==> config.mk <==
export PLATFORM = sky130hd
export DESIGN_NAME = five_bit_to_prefix_code_transcoder_top_flat
export DESIGN_NICKNAME = d
export VERILOG_FILES = /design/src/pct_pkg.sv /design/src/pct_chan_if.sv /design/src/pct_bit_dec.sv /design/src/five_bit_to_prefix_code_transcoder_top.sv /design/src/flat_wrapper.sv
export VERILOG_INCLUDE_DIRS = /design/src /design/src/src
export SDC_FILE = /design/constraint.sdc
export NUM_CORES = 1
export LEC_CHECK = 0
export ABC_AREA = 0
export ABC_CLOCK_PERIOD_IN_PS = 8400
export BUFFER_PORTS_ARGS = -buffer_cell sky130_fd_sc_hd__clkbuf_2
export CAP_MARGIN = 20
export CORE_AREA = 2 2 80 82
export DETAILED_ROUTE_END_ITERATION = 7
export DIE_AREA = 0 0 82 84
export PLACE_DENSITY = 0.66
export SYNTH_ARGS = -nofsm -noshare
export SYNTH_HDL_FRONTEND = slang
export SYNTH_SLANG_ARGS = --single-unit
==> constraint.sdc <==
create_clock -name clk -period 8.4 [get_ports clk]
set_input_delay 1.68 -clock clk [delete_from_list [all_inputs] [get_ports clk]]
set_output_delay 1.68 -clock clk [all_outputs]
set_load 0.01 [all_outputs]
==> src/five_bit_to_prefix_code_transcoder_top_assert.svh <==
// Assertion macros for the prefix code transcoder.
// Used inside modules that have clk and an active-low rst_n in scope.
`ifndef FIVE_BIT_TO_PREFIX_CODE_TRANSCODER_TOP_ASSERT_SVH
`define FIVE_BIT_TO_PREFIX_CODE_TRANSCODER_TOP_ASSERT_SVH

// Same-cycle implication, checked on every rising edge outside reset.
`define PCT_ASSERT_NOW(lbl, ante, cons, msg) \
  lbl: assert property (@(posedge clk) disable iff (!rst_n) (ante) |-> (cons)) \
    else $error(msg);

// Next-cycle implication, checked on every rising edge outside reset.
`define PCT_ASSERT_NEXT(lbl, ante, cons, msg) \
  lbl: assert property (@(posedge clk) disable iff (!rst_n) (ante) |=> (cons)) \
    else $error(msg);

`endif

==> src/pct_pkg.sv <==
// Shared types, code table and lookup functions for the prefix code transcoder.
// No dependencies.
`timescale 1ns / 1ps

package pct_pkg;

  localparam int SYM_BITS = 5;   // bits per mapped symbol
  localparam int PEND_W   = 7;   // pending buffer width
  localparam int CNT_W    = 3;   // pending bit count width
  localparam int CODE_N   = 32;  // codewords in the table
  localparam int CODE_W   = 8;   // longest codeword

  typedef struct packed {
    logic [7:0] char_in;
    logic       char_valid;
    logic       end_of_line;
  } in_item_t;

  typedef struct packed {
    logic [7:0] char_out;
    logic       is_line_end;
    logic       last;
  } out_item_t;

  // Decoder step control and match result.
  typedef struct packed {
    logic step;
    logic bit_in;
    logic clear;
  } dec_ctl_t;

  typedef struct packed {
    logic       hit;
    logic [7:0] ch;
  } dec_res_t;

  typedef struct packed {
    logic                known;
    logic [SYM_BITS-1:0] idx;
  } sym_t;

  typedef struct packed {
    logic [CODE_W-1:0] value;
    logic [3:0]        len;
    logic [7:0]        ch;
  } code_t;

  localparam code_t CODE_TABLE [CODE_N] = '{
    '{8'h05, 4'd3, 8'h20}, '{8'h06, 4'd3, 8'h45}, '{8'h07, 4'd3, 8'h50},
    '{8'h05, 4'd4, 8'h43}, '{8'h01, 4'd4, 8'h44}, '{8'h07, 4'd4, 8'h49},
    '{8'h06, 4'd4, 8'h4B}, '{8'h08, 4'd4, 8'h52},
    '{8'h09, 4'd5, 8'h46}, '{8'h04, 4'd5, 8'h4C}, '{8'h05, 4'd5, 8'h4F},
    '{8'h06, 4'd5, 8'h53}, '{8'h07, 4'd5, 8'h54},
    '{8'h00, 4'd6, 8'h27}, '{8'h03, 4'd6, 8'h2C}, '{8'h11, 4'd6, 8'h2E},
    '{8'h01, 4'd6, 8'h3F}, '{8'h25, 4'd6, 8'h41}, '{8'h10, 4'd6, 8'h48},
    '{8'h02, 4'd6, 8'h57},
    '{8'h91, 4'd8, 8'h2D}, '{8'h9A, 4'd8, 8'h42}, '{8'h9B, 4'd8, 8'h47},
    '{8'h98, 4'd8, 8'h4A}, '{8'h99, 4'd8, 8'h4D}, '{8'h9E, 4'd8, 8'h4E},
    '{8'h9F, 4'd8, 8'h51}, '{8'h9C, 4'd8, 8'h55}, '{8'h9D, 4'd8, 8'h56},
    '{8'h92, 4'd8, 8'h58}, '{8'h93, 4'd8, 8'h59}, '{8'h90, 4'd8, 8'h5A}
  };

  // Byte to 5-bit symbol index; alphabet is A-Z then space . , - ' ?
  function automatic sym_t sym_map(input logic [7:0] b);
    sym_t s;
    s.known = 1'b1;
    s.idx   = '0;
    case (b) inside
      [8'h41:8'h5A]: s.idx = SYM_BITS'(b - 8'h41);
      8'h20:         s.idx = 5'd26;  // space
      8'h2E:         s.idx = 5'd27;  // period
      8'h2C:         s.idx = 5'd28;  // comma
      8'h2D:         s.idx = 5'd29;  // dash
      8'h27:         s.idx = 5'd30;  // apostrophe
      8'h3F:         s.idx = 5'd31;  // question mark
      default:       s.known = 1'b0;
    endcase
    return s;
  endfunction

  // Exact match of (bits, length) against the code table.
  function automatic dec_res_t code_match(input logic [CODE_W-1:0] bits,
                                          input logic [3:0] len);
    dec_res_t r;
    r = '0;
    for (int i = 0; i < CODE_N; i++) begin
      if (CODE_TABLE[i].len == len && CODE_TABLE[i].value == bits) begin
        r.hit = 1'b1;
        r.ch  = r.ch | CODE_TABLE[i].ch;
      end
    end
    return r;
  endfunction

endpackage

==> src/pct_chan_if.sv <==
// Valid/ready channel carrying one payload struct per transaction.
// Depends on pct_pkg for the default payload type.
`timescale 1ns / 1ps

interface pct_chan_if #(
  parameter type payload_t = pct_pkg::in_item_t
);
  logic     valid;
  logic     ready;
  payload_t payload;

  modport source (output valid, output payload, input ready);
  modport sink   (input valid, input payload, output ready);
endinterface

==> src/pct_bit_dec.sv <==
// Bit-serial prefix decoder: pending buffer plus codeword match per bit.
// Depends on pct_pkg.
`timescale 1ns / 1ps

module pct_bit_dec (
  input  logic               clk,
  input  logic               rst_n,
  input  pct_pkg::dec_ctl_t  ctl,
  output pct_pkg::dec_res_t  res
);
  import pct_pkg::*;

  logic [PEND_W-1:0] pend_r, pend_nxt;
  logic [CNT_W-1:0]  cnt_r, cnt_nxt;
  logic [CODE_W-1:0] cand_bits;
  logic [3:0]        cand_len;

  // Buffer is zero above its count, so appending is a plain shift.
  assign cand_bits = {pend_r, ctl.bit_in};
  assign cand_len  = {1'b0, cnt_r} + 4'd1;
  assign res       = code_match(cand_bits, cand_len);

  always_comb begin
    pend_nxt = pend_r;
    cnt_nxt  = cnt_r;
    if (ctl.clear) begin
      pend_nxt = '0;
      cnt_nxt  = '0;
    end else if (ctl.step) begin
      if (res.hit || cand_len == 4'(CODE_W)) begin
        pend_nxt = '0;
        cnt_nxt  = '0;
      end else begin
        pend_nxt = cand_bits[PEND_W-1:0];
        cnt_nxt  = cand_len[CNT_W-1:0];
      end
    end
  end

  always_ff @(posedge clk) begin
    if (!rst_n) begin
      pend_r <= '0;
      cnt_r  <= '0;
    end else begin
      pend_r <= pend_nxt;
      cnt_r  <= cnt_nxt;
    end
  end

endmodule

==> src/five_bit_to_prefix_code_transcoder_top.sv <==
// Top level of the prefix code transcoder: symbol shifter, sequencer, output staging.
// Depends on pct_pkg, pct_chan_if, pct_bit_dec and the assertion macro header.
//
//   channel | dir | payload fields                       | handshake
//   --------+-----+--------------------------------------+------------------
//   in_ch   | in  | char_in[7:0], char_valid, end_of_line | valid/ready
//   out_ch  | out | char_out[7:0], is_line_end, last      | valid/ready
//
// Sequence: accept; five bit steps for a mapped byte; a line-end step if end_of_line;
// then close. An idle item or unmapped byte without end_of_line is only accepted.
// The decoder consumes one code bit per cycle while the output does not stall.
// Reset: synchronous, active low; clears the sequencer, the staging slot, the
// output valid and the decoder's pending bits.
// Stalls: a bit step waits while the staging slot is full and out_ch is
// stalled; the input is taken only between items.
`timescale 1ns / 1ps
`include "five_bit_to_prefix_code_transcoder_top_assert.svh"

module five_bit_to_prefix_code_transcoder_top (
  input logic        clk,
  input logic        rst_n,
  pct_chan_if.sink   in_ch,
  pct_chan_if.source out_ch
);
  import pct_pkg::*;

  typedef enum logic [1:0] {
    ST_IDLE,
    ST_SHIFT,
    ST_EOL,
    ST_FLUSH
  } state_t;

  localparam logic [2:0] LAST_BIT = 3'(SYM_BITS - 1);

  state_t              state_r, state_nxt;
  logic [SYM_BITS-1:0] sreg_r, sreg_nxt;     // symbol bits, MSB leaves first
  logic [2:0]          bcnt_r, bcnt_nxt;     // bit position within symbol
  logic                eol_r, eol_nxt;
  // Staging slot: a result is held here until we know whether it is the last.
  logic                held_v_r, held_v_nxt;
  logic [7:0]          held_ch_r, held_ch_nxt;
  logic                held_le_r, held_le_nxt;
  logic                out_valid_r, out_valid_nxt;
  out_item_t           out_r, out_nxt;

  logic                slot_free;
  logic                push;
  out_item_t           push_item;
  sym_t                sym;
  dec_ctl_t            dctl;
  dec_res_t            dres;

  pct_bit_dec u_dec (
    .clk   (clk),
    .rst_n (rst_n),
    .ctl   (dctl),
    .res   (dres)
  );

  assign sym            = sym_map(in_ch.payload.char_in);
  assign slot_free      = !out_valid_r || out_ch.ready;
  assign in_ch.ready    = (state_r == ST_IDLE);
  assign out_ch.valid   = out_valid_r;
  assign out_ch.payload = out_r;

  always_comb begin
    state_nxt   = state_r;
    sreg_nxt    = sreg_r;
    bcnt_nxt    = bcnt_r;
    eol_nxt     = eol_r;
    held_v_nxt  = held_v_r;
    held_ch_nxt = held_ch_r;
    held_le_nxt = held_le_r;
    dctl        = '0;
    push        = 1'b0;
    push_item   = '0;

    case (state_r)
      ST_IDLE: begin
        if (in_ch.valid) begin
          sreg_nxt = sym.idx;
          bcnt_nxt = '0;
          eol_nxt  = in_ch.payload.end_of_line;
          if (in_ch.payload.char_valid && sym.known) begin
            state_nxt = ST_SHIFT;
          end else if (in_ch.payload.end_of_line) begin
            state_nxt = ST_EOL;
          end
        end
      end
      ST_SHIFT: begin
        // A match with a result already staged must move it out first.
        if (slot_free || !held_v_r) begin
          dctl.step   = 1'b1;
          dctl.bit_in = sreg_r[SYM_BITS-1];
          sreg_nxt    = {sreg_r[SYM_BITS-2:0], 1'b0};
          bcnt_nxt    = bcnt_r + 3'd1;
          if (dres.hit) begin
            if (held_v_r) begin
              push                  = 1'b1;
              push_item.char_out    = held_ch_r;
              push_item.is_line_end = held_le_r;
            end
            held_v_nxt  = 1'b1;
            held_ch_nxt = dres.ch;
            held_le_nxt = 1'b0;
          end
          if (bcnt_r == LAST_BIT) begin
            state_nxt = eol_r ? ST_EOL : ST_FLUSH;
          end
        end
      end
      ST_EOL: begin
        if (slot_free || !held_v_r) begin
          dctl.clear = 1'b1;
          if (held_v_r) begin
            push                  = 1'b1;
            push_item.char_out    = held_ch_r;
            push_item.is_line_end = held_le_r;
          end
          held_v_nxt  = 1'b1;
          held_ch_nxt = '0;
          held_le_nxt = 1'b1;
          state_nxt   = ST_FLUSH;
        end
      end
      ST_FLUSH: begin
        // Whatever is still staged is the item's final result.
        if (!held_v_r) begin
          state_nxt = ST_IDLE;
        end else if (slot_free) begin
          push                  = 1'b1;
          push_item.char_out    = held_ch_r;
          push_item.is_line_end = held_le_r;
          push_item.last        = 1'b1;
          held_v_nxt            = 1'b0;
          state_nxt             = ST_IDLE;
        end
      end
      default: begin
        state_nxt = ST_IDLE;
      end
    endcase

    out_valid_nxt = out_valid_r;
    out_nxt       = out_r;
    if (push) begin
      out_valid_nxt = 1'b1;
      out_nxt       = push_item;
    end else if (out_ch.ready) begin
      out_valid_nxt = 1'b0;
    end
  end

  always_ff @(posedge clk) begin
    if (!rst_n) begin
      state_r     <= ST_IDLE;
      held_v_r    <= 1'b0;
      out_valid_r <= 1'b0;
    end else begin
      state_r     <= state_nxt;
      held_v_r    <= held_v_nxt;
      out_valid_r <= out_valid_nxt;
      sreg_r      <= sreg_nxt;
      bcnt_r      <= bcnt_nxt;
      eol_r       <= eol_nxt;
      held_ch_r   <= held_ch_nxt;
      held_le_r   <= held_le_nxt;
      out_r       <= out_nxt;
    end
  end

  `PCT_ASSERT_NOW(a_idle_slot_empty, state_r == ST_IDLE, !held_v_r,
                  "staged result left over between transactions")
  `PCT_ASSERT_NOW(a_no_overwrite, push && out_valid_r, out_ch.ready,
                  "output register overwritten while stalled")
  `PCT_ASSERT_NOW(a_marker_zero, out_valid_r && out_r.is_line_end,
                  out_r.char_out == 8'd0, "line-end marker carries a character")
  `PCT_ASSERT_NOW(a_bit_range, state_r == ST_SHIFT, bcnt_r <= LAST_BIT,
                  "bit position past end of symbol")
  `PCT_ASSERT_NEXT(a_known_shifts,
                   state_r == ST_IDLE && in_ch.valid && in_ch.payload.char_valid
                   && sym.known, state_r == ST_SHIFT,
                   "mapped byte did not start shifting")

endmodule
==> src/flat_wrapper.sv <==
// flat-port wrapper written by rule: the top's interface ports become plain ports
module five_bit_to_prefix_code_transcoder_top_flat import pct_pkg::*;
  (clk, rst_n, in_ch_valid, in_ch_payload, in_ch_ready, out_ch_valid, out_ch_payload, out_ch_ready);
  pct_chan_if in_ch_i ();
  pct_chan_if out_ch_i ();
  input logic clk;
  input logic rst_n;
  input wire logic [$bits(in_ch_i.valid)-1:0] in_ch_valid;
  input wire logic [$bits(in_ch_i.payload)-1:0] in_ch_payload;
  output wire logic [$bits(in_ch_i.ready)-1:0] in_ch_ready;
  output wire logic [$bits(out_ch_i.valid)-1:0] out_ch_valid;
  output wire logic [$bits(out_ch_i.payload)-1:0] out_ch_payload;
  input wire logic [$bits(out_ch_i.ready)-1:0] out_ch_ready;
  assign in_ch_i.valid = in_ch_valid;
  assign in_ch_i.payload = in_ch_payload;
  assign in_ch_ready = in_ch_i.ready;
  assign out_ch_valid = out_ch_i.valid;
  assign out_ch_payload = out_ch_i.payload;
  assign out_ch_i.ready = out_ch_ready;
  five_bit_to_prefix_code_transcoder_top u_core (.clk(clk), .rst_n(rst_n), .in_ch(in_ch_i), .out_ch(out_ch_i));
endmodule
# Yosys cells after proc, flatten, opt, wreduce, memory -nomap -nowiden
# Cells that the tools add are included.
[totals]
register_bits = 42
wordCells = 284
input_bits = 14
out_inout_bits = 12
[op_classes]
n_lt_le_gt_ge = 2
n_bitwise = 1
reduce_logical = 53
add_sub_neg = 3
n_eq_ne = 47
n_mux = 165
[op_table]
columns = ["operator", "n"]
rows = [
  ["$mux W9", 45],
  ["$eq A8 B8 Y1 const A", 12],
  ["$mux W8", 7],
  ["$mux W5", 11],
  ["$mux W1", 51],
  ["$mux W10", 5],
  ["$eq A8 B6 Y1 const B", 6],
  ["$mux W2", 24],
  ["$mux W7", 5],
  ["$logic_and A1 B1 Y1", 34],
  ["$eq A3 B8 Y1 const A", 4],
  ["$mux W3", 9],
  ["$pmux W9 S3", 1],
  ["$eq A2 B8 Y1 const A", 2],
  ["$eq A4 B8 Y1 const A", 2],
  ["$eq A5 B8 Y1 const A", 2],
  ["$pmux W8 S2", 1],
  ["$eq A3 B4 Y1 const A", 3],
  ["$pmux W5 S2", 1],
  ["$eq A1 B8 Y1 const A", 1],
  ["$eq A6 B8 Y1 const A", 1],
  ["$ge A8 B7 Y1 const B", 1],
  ["$le A8 B7 Y1 const B", 1],
  ["$logic_not A8 Y1", 1],
  ["29 further kinds", 41],
]

# Logic depth before layout (Yosys ltp)
# Gate-level depths: netlist (run 1).
[logic_depth]
depth_word = 51
mapped_depth = 11
ltp_nobuf = 10

# Modules after synthesis
# A second synthesis (run 1) with hierarchy kept.
[unflattened]
cells_unflattened = 337
area_unflattened_um2 = 3044.2
[by_module_without_submodules]
columns = ["mod", "cells_per_inst", "area_each_um2", "n_inst", "seq_area_each_um2"]
rows = [
  ["five_bit_to_prefix_code_transcoder_top", 163, 1818.0, 1, 920.9],
  ["pct_bit_dec", 174, 1226.2, 1, 200.2],
]

# Worst setup path before layout (run 1)
# OpenSTA, ideal clock, no wires.
[synth_path]
path_type = "in2reg"
from = "input out_ch_ready"
to = "register u_core.out_r (netlist bit u_core.out_ch.payload[0]) (enable)"
slack_ns = 4.407
setup_ns = 0.337
required_time_ns = 8.063
arrival_time_ns = 3.655
n_path_buf = 0
cell_stages = 8
cell_sequence = "nand3b_1 -> nand3_2 -> nor2_1 -> or4_1 -> nand4_4 -> o31ai_2 -> a211oi_4 -> and2_1"
[synth_via]
elab_chain_len = 46
[synth_lines]
columns = ["item", "line", "source"]
rows = [
  ["from (decl)", "flat_wrapper.sv:13", "input wire logic [$bits(out_ch_i.ready)-1:0] out_ch_ready;"],
  ["$logic_or A1 B1 Y1 (*)", "five_bit_to_prefix_code_transcoder_top.sv:62", "assign slot_free = !out_valid_r || out_ch.ready;"],
  ["$logic_or A1 B1 Y1", "five_bit_to_prefix_code_transcoder_top.sv:94, five_bit_to_prefix_code_transcoder_top.sv:115", ""],
  ["$mux W2", "five_bit_to_prefix_code_transcoder_top.sv:94", "if (slot_free || !held_v_r) begin"],
  ["$mux W2 (2 in a row)", "five_bit_to_prefix_code_transcoder_top.sv:79", "case (state_r)"],
  ["$eq A3 B8 Y1", "pct_pkg.sv:87", "if (CODE_TABLE[i].len == len && CODE_TABLE[i].value == bits) begin"],
  ["$logic_and A1 B1 Y1", "pct_pkg.sv:87", ""],
  ["$mux W9 (32 in a row)", "pct_pkg.sv:87", ""],
  ["$mux W1", "five_bit_to_prefix_code_transcoder_top.sv:99", "if (dres.hit) begin"],
  ["$mux W1", "five_bit_to_prefix_code_transcoder_top.sv:94", ""],
  ["$mux W1", "five_bit_to_prefix_code_transcoder_top.sv:79", ""],
  ["$mux W1", "five_bit_to_prefix_code_transcoder_top.sv:94", ""],
  ["$mux W1", "five_bit_to_prefix_code_transcoder_top.sv:79", ""],
  ["$pmux W1 S3 (*)", "five_bit_to_prefix_code_transcoder_top.sv:79", ""],
  ["$reduce_and A2 Y1 (no line) (*)", "-", ""],
  ["to (signal assigned)", "five_bit_to_prefix_code_transcoder_top.sv:170", "out_r <= out_nxt;"],
  ["to (decl)", "five_bit_to_prefix_code_transcoder_top.sv:45", "out_item_t out_r, out_nxt;"],
]
# Every way passes the cells marked *; elsewhere a longest branch is shown, timed or not. The select of a mux whose other input is x is not followed.
# A chain may end at the register's enable or synchronous reset.

# Worst setup path in the final report (run 1)
[layout_path]
from = "input out_ch_ready"
to = "register u_core.out_r (netlist bit u_core.out_ch.payload[5]) (enable)"
# Same word-level chain as after synthesis.

==> impl_results.rst, run 1 <==
.. list-table::
   :header-rows: 1

   * - Metric
     - Value
   * - Most frequent standard cell in the layout excluding fill and tap cells
     - sky130_fd_sc_hd__nand2_1
   * - Area of the die
     - 6890 µm²
   * - Root buffer cell
     - sky130_fd_sc_hd__clkbuf_8
   * - CTS-repair resized insts
     - 0
   * - Global-route wire length before repair
     - 10,200 µm
   * - Stage delay of the slowest cell on the critical path
     - 0.73 ns
   * - Maximum level of the CTS H-tree
     - 2
   * - Capturing element type of the critical path
     - flop
   * - Critical path launch point type
     - primary input
   * - Clock buffers created by TritonCTS
     - 5
   * - Aggregate negative setup slack
     - 0 ns
   * - I/O pin total
     - 26
   * - Critical path start-end classification
     - primary input to flop
   * - Chip Width
     - 82 µm
   * - Setup repair after global routing missed its margin
     - no
   * - Vias per std cell
     - 5.85
   * - Proportion of layout cells with a drive suffix above 1
     - 14.4%
   * - Post-route worst hold slack
     - 0.514 ns
   * - Average instance area after synthesis
     - 9.12 µm²
   * - Static power due to leakage
     - 0.00111 µW
   * - Final Slew Violations
     - 0
   * - Actual transition at the worst max-transition pin
     - 0.927 ns
   * - Placer congestion estimate
     - 0.920
   * - Required time of the worst setup path
     - 8.36 ns
   * - Post-synthesis cell count
     - 310
   * - Maximum ir drop on the vdd rail
     - 0.109 mV
   * - Number of global-route vias before repair
     - 2,153
   * - Final worst clock skew
     - 0.0104 ns
   * - Maximum clock rate
     - 228 MHz
   * - Power density relative to cell area
     - 152 nW/µm²
   * - Die Y
     - 84 µm
   * - FFs w/ async S/R, synth
     - 0%
   * - Critical path buffers and inverters
     - 1
   * - Clock latency at the later pin of the worst-skew pair
     - 0.29 ns
   * - Post-synthesis to final-layout area growth
     - 8.19%
   * - Synth unique cells
     - 71
   * - Largest net degree at the start of global routing
     - 26
   * - Placement Rows
     - 29
   * - Total of fill cells in the finished design
     - 593
   * - Arrival time at the worst endpoint
     - 4.35 ns
   * - Initial antenna violation count
     - 0
   * - Ant diodes
     - 0
   * - Area of the placeable core
     - 6100 µm²
   * - Number of clock sinks
     - 40
   * - Post-layout nets
     - 355
   * - Global-route total usage across every layer
     - 18.5%
   * - Hold crit path type
     - flop to flop
   * - Post-route antenna net violation count
     - 0
   * - Final Hold Viols
     - 0
   * - Clock tree from TritonCTS
     - yes
   * - Post-route DRC
     - 0
   * - Main flop type after synthesis
     - sky130_fd_sc_hd__edfxtp_1
   * - Sequential cell area fraction in the yosys report
     - 37.5%
   * - Reg clk slew, reported paths
     - 0.08 ns
   * - First-pass iteration count of the detailed router
     - 5
   * - Slowest-stage cell, CP
     - sky130_fd_sc_hd__nor2_1
   * - Largest delay share family, worst path
     - simple AND/OR/NAND/NOR gates
   * - Status
     - complete, no violations
   * - Total of endpoints with negative setup slack in the final report
     - 0
   * - Combined area of all synthesized cells
     - 2830 µm²
   * - Max-cap violations
     - 0
   * - Overflow left after global routing
     - 0
   * - Minimum clock period after layout
     - 4.39 ns
   * - Total of flip-flops plus latches after synthesis
     - 40
   * - Ordered cell list for the critical path
     - clkbuf_2 -> and3b_1 -> nor2_1 -> nand3_1 -> a21oi_1 -> nand4b_1 -> o31ai_2 -> a211oi_4 -> and2_1
   * - Number of enable flip-flop cells after synthesis
     - 26
   * - Wire per inst
     - 14.6 µm
   * - Initial standard-cell utilization of the core
     - 46.4%
   * - Syn Nets
     - 340
   * - CTS hold repair buffers
     - 0
   * - Post-CTS setup-driven buffer insertion count
     - 0
   * - Overall via count from detail_route
     - 2,356
   * - Total Routed Length
     - 5880 µm
   * - Fin crit share
     - 52.3%
   * - Total of warnings raised by yosys
     - 0
   * - Detailed Place HPWL
     - 4520 µm
   * - Maximum clock insertion buffer count
     - 2
   * - First DRT Iteration DRCs
     - 218
   * - Worst-path maximum fanout
     - 14
   * - Worst slew margin
     - 38.0%
   * - # port buffers
     - 24
   * - Highest-count cells in the layout ignoring fill and taps
     - sky130_fd_sc_hd__nand2_1, sky130_fd_sc_hd__edfxtp_1, sky130_fd_sc_hd__clkbuf_2, sky130_fd_sc_hd__a21oi_1, sky130_fd_sc_hd__nor2_1
==> cell type report <==
type / count / area (µm²) / share of cell area, %
sequential: 40 / 1060 / 34.7
inverter: 14 / 52.6 / 1.72
clock inverter: 2 / 12.5 / 0.409
multi-input combinational: 239 / 1640 / 53.5
tap: 77 / 96.3 / 3.15
timing repair buffer: 25 / 128 / 4.17
clock buffer: 6 / 72.6 / 2.37
==> path summary, 6_finish.rpt <==
check                        start                        to  cells after the start  slack [ns]
min reg2reg  u_core.u_dec.cnt_r[2]     u_core.u_dec.cnt_r[2]                      2        0.51
min          u_core.u_dec.cnt_r[2]     u_core.u_dec.cnt_r[2]                      2        0.51
max reg2reg      u_core.state_r[1]  u_core.out_ch.payload[5]                     10        4.40
max                   out_ch_ready  u_core.out_ch.payload[5]                      9        4.01
==> registers in the layout (all words and copies together), names as in the netlist, 2 cells and up <==
| register | cells |
|---|---|
| u_core.bcnt_r | 3 |
| u_core.sreg_r | 5 |
| u_core.held_ch_r | 7 |
| u_core.u_dec.cnt_r | 3 |
| u_core.u_dec.pend_r | 7 |
| u_core.state_r | 2 |
| u_core.out_ch.payload | 9 |
==> cells in the mapped netlist, drive strengths merged (3+ instances only) <==
cell type | n | share of area (%)
nand2 | 32 | 4.2
edfxtp | 26 | 28
a21oi | 23 | 4.1
nor2 | 23 | 3.3
nand3 | 19 | 3.7
ha | 16 | 7.1
dfxtp | 14 | 9.9
inv | 14 | 1.9
clkbuf | 12 | 1.6
and2 | 11 | 2.4
o21ai | 10 | 1.8
nor2b | 7 | 1.5
nor4 | 7 | 2.1
a21o | 6 | 1.6
nor3 | 6 | 1.2
and3 | 5 | 1.1
buf | 5 | 1.2
xnor2 | 5 | 1.5
nand2b | 4 | 0.89
nand4 | 4 | 1.4
a22oi | 3 | 0.80
a31oi | 3 | 0.66
a32o | 3 | 1.1
mux2i | 3 | 1.1
o22ai | 3 | 0.66
o31ai | 3 | 0.97
or4 | 3 | 0.93
==> kinds of logic after synthesis <==
kind of cell | Yosys count | share of synthesized area, %
mux | 3 | 1.06
compound gates | 77 | 20.0
fa+ha+maj | 16 | 7.08
xor+xnor | 6 | 1.86
buf+inv | 31 | 4.60
other cells | 1 | 0.133
simple gates | 136 | 27.7
flops | 40 | 37.5
==> power by group <==
part | internal (µW) | total (µW) | switching, µW
clock | 58.0 | 123 | 65.4
combinational | 37.1 | 102 | 64.9
sequential | 227 | 238 | 11.0
==> worst register-to-register path, cell delays in order (launching register included) <==
cell                       delay, ns
sky130_fd_sc_hd__dfxtp_1        0.33
sky130_fd_sc_hd__inv_1          0.13
sky130_fd_sc_hd__ha_1           0.69
sky130_fd_sc_hd__nand2_1        0.15
sky130_fd_sc_hd__nor2_1         0.73
sky130_fd_sc_hd__nand3_1        0.17
sky130_fd_sc_hd__a21oi_1        0.22
sky130_fd_sc_hd__nand4b_1       0.30
sky130_fd_sc_hd__o31ai_2        0.14
sky130_fd_sc_hd__a211oi_4       0.38
sky130_fd_sc_hd__and2_1         0.42
==> per-stage QoR <==
stage	area [µm²]	instances	power (µW)	worst slack, ns	util [%]
final	3060	403	463	4.01	50.2
after global routing	3060	403	493	3.75	50.2
after CTS	3050	402	465	4.01	50.0
after detailed placement	2970	394	342	3.71	48.6
after global placement	2970	394	341	3.87	48.6
after floorplan	2830	310	315	4.41	-
==> metal layers <==
metal / vias to the layer above / track usage, % / part of all wire (%)
met1: 1089 / 27.4 / 48
li1: 1180 / - / -
met4: 0 / 6.36 / 1.5
met5: - / 0 / 0
met3: 11 / 3.68 / 5.4
met2: 76 / 26.5 / 45
(Power assumes the default switching activity.)
==> run 2: changes to the inputs <==
Settings changed: ABC_CLOCK_PERIOD_IN_PS 8400 to 4500.
Clock period 8.4 ns to 4.5 ns, I/O delays scaled along.
==> run 2 against run 1 <==
Clock skew up 0.0029 ns. Global-route usage up 0.72 points. Final area up 2.2%. First-iteration DRC count down 6.4%. Hold slack better by 0.0079 ns. Clock power rose to 2.5 times the previous value. Critical path type is now flop to flop. Register-to-register slack worse by 3.3 ns. Sequential cell count unchanged. Combinational power up 93%. Largest cell class unchanged. Die area unchanged. Non-clock buffer count up 4. Final cell count up 0.99%.
==> impl_results.rst, run 2 (same netlist as run 1, synthesis figures left out) <==
.. list-table::
   :header-rows: 1

   * - Metric
     - Value
   * - Number of global-route vias before repair
     - 2,151
   * - Reg clk slew, reported paths
     - 0.09 ns
   * - Ant diodes
     - 0
   * - Vias per std cell
     - 5.84
   * - Proportion of layout cells with a drive suffix above 1
     - 15.8%
   * - Actual transition at the worst max-transition pin
     - 0.806 ns
   * - Total Routed Length
     - 6230 µm
   * - Clock latency at the later pin of the worst-skew pair
     - 0.30 ns
   * - Largest delay share family, worst path
     - simple AND/OR/NAND/NOR gates
   * - Area of the die
     - 6890 µm²
   * - Clock tree from TritonCTS
     - yes
   * - CTS-repair resized insts
     - 0
   * - Initial antenna violation count
     - 0
   * - Arrival time at the worst endpoint
     - 3.39 ns
   * - Grt met3 use
     - 3.90%
   * - Critical path launch point type
     - flop
   * - Most frequent standard cell in the layout excluding fill and tap cells
     - sky130_fd_sc_hd__nand2_1
   * - Root buffer cell
     - sky130_fd_sc_hd__clkbuf_8
   * - Final design utilization
     - 51.3%
   * - Total of fill cells in the finished design
     - 571
   * - Hold crit path type
     - flop to flop
   * - Fin area
     - 3120 µm²
   * - Ordered cell list for the critical path
     - ha_1 -> and4_1 -> and4_1 -> a21oi_1 -> or4_1 -> nand4_4 -> o31ai_2 -> a211oi_4 -> and2_1
   * - Max-cap violations
     - 0
   * - Maximum clock insertion buffer count
     - 2
   * - Power density relative to cell area
     - 304 nW/µm²
   * - Total cell area at the placement stage
     - 3000 µm²
   * - Initial standard-cell utilization of the core
     - 46.4%
   * - Die Y
     - 84 µm
   * - Overflow left after global routing
     - 0
   * - Critical path start-end classification
     - flop to flop
   * - Aggregate negative setup slack
     - 0 ns
   * - Largest net degree at the start of global routing
     - 26
   * - # port buffers
     - 24
   * - Fin crit share
     - 76.5%
   * - Worst slew margin
     - 46.3%
   * - Area of the placeable core
     - 6100 µm²
   * - Maximum ir drop on the vdd rail
     - 0.226 mV
   * - Post-layout nets
     - 359
   * - Final worst clock skew
     - 0.0133 ns
   * - Post-route antenna net violation count
     - 0
   * - Static power due to leakage
     - 0.00115 µW
   * - Stage delay of the slowest cell on the critical path
     - 0.47 ns
   * - CTS hold repair buffers
     - 0
   * - Status
     - complete, no violations
   * - Final Hold Viols
     - 0
   * - Setup repair after global routing missed its margin
     - no
   * - Worst-path maximum fanout
     - 9
   * - Total of endpoints with negative setup slack in the final report
     - 0
   * - Wire per inst
     - 15.3 µm
   * - Required time of the worst setup path
     - 4.45 ns
   * - First-pass iteration count of the detailed router
     - 5
   * - Overall via count from detail_route
     - 2,376
   * - Post-synthesis to final-layout area growth
     - 10.5%
   * - Routing layer with the top usage in global route
     - met1
   * - I/O pin total
     - 26
   * - Placer congestion estimate
     - 0.998
   * - Global-route met2 utilization
     - 27.9%
   * - Clock buffers created by TritonCTS
     - 5
   * - Post-CTS setup-driven buffer insertion count
     - 0
   * - Placement Rows
     - 29
   * - Number of flip-flops in the largest register
     - 9
   * - Post-route worst hold slack
     - 0.522 ns
   * - Chip Width
     - 82 µm
   * - Post-route DRC
     - 0
   * - Maximum level of the CTS H-tree
     - 2
   * - Minimum clock period after layout
     - 3.44 ns
   * - Met1 capacity usage during global routing
     - 28.2%
   * - Global-route total usage across every layer
     - 19.2%
   * - Final Slew Violations
     - 0
   * - Slowest-stage cell, CP
     - sky130_fd_sc_hd__dfxtp_1
   * - Number of clock sinks
     - 40
   * - Highest-count cells in the layout ignoring fill and taps
     - sky130_fd_sc_hd__nand2_1, sky130_fd_sc_hd__edfxtp_1, sky130_fd_sc_hd__clkbuf_2, sky130_fd_sc_hd__a21oi_1, sky130_fd_sc_hd__nor2_1
   * - Global-route wire length before repair
     - 10,500 µm
   * - Critical path buffers and inverters
     - 0
   * - Capturing element type of the critical path
     - flop
   * - Maximum clock rate
     - 291 MHz
   * - Critical path's most frequent cell
     - sky130_fd_sc_hd__and4_1
   * - First DRT Iteration DRCs
     - 204
   * - Detailed Place HPWL
     - 4570 µm
==> run 2: worst paths after layout <==
check	from	endpoint	slack, ns	cells past startpoint
setup / recovery	u_core.u_dec.cnt_r[0]	u_core.out_ch.payload[4]	1.06	9
hold / removal	u_core.sreg_r[3]	u_core.sreg_r[4]	0.52	1
setup reg to reg	u_core.u_dec.cnt_r[0]	u_core.out_ch.payload[4]	1.06	9
hold reg to reg	u_core.sreg_r[3]	u_core.sreg_r[4]	0.52	1
==> run 2: cell type report <==
class / count / area [µm²] / share of cell area, %
repair buffers: 29 / 158 / 5.05
inverters: 14 / 52.6 / 1.68
multi-input cells: 239 / 1640 / 52.3
flip-flops and latches: 40 / 1060 / 34.0
clock inverters: 2 / 38.8 / 1.24
clock buffers: 6 / 82.6 / 2.64
well taps: 77 / 96.3 / 3.08
==> run 2: power by group <==
group | leakage, µW | internal, µW | switching, µW
logic | 0.000739 | 70.3 | 126
registers | 0.000349 | 424 | 18.9
clock network | 0.0000614 | 181 | 128
total | 0.00115 | 675 | 274
==> run 2: worst register-to-register path: cells and delay by family (launching register included) <==
kind            cells  cell delay [ns]
flops               1             0.47
simple gates        5             1.80
fa+ha+maj           1             0.28
compound gates      3             0.54
==> run 2: metrics by stage <==
step / cells / setup WS [ns] / power (µW)
6_report: 407 / 1.06 / 949
5_1_grt: 407 / 0.886 / 1000
4_1_cts: 406 / 1.08 / 952
3_5_place_dp: 398 / 0.849 / 641
3_3_place_gp: 398 / 0.969 / 640
2_1_floorplan: 310 / 1.29 / 588
==> run 2: per-layer routing <==
layer  part of all wire (%)  up-vias
met5                      0        -
li1                       -     1193
met3                    5.7        9
met1                     48     1096
met4                    1.8        0
met2                     45       78
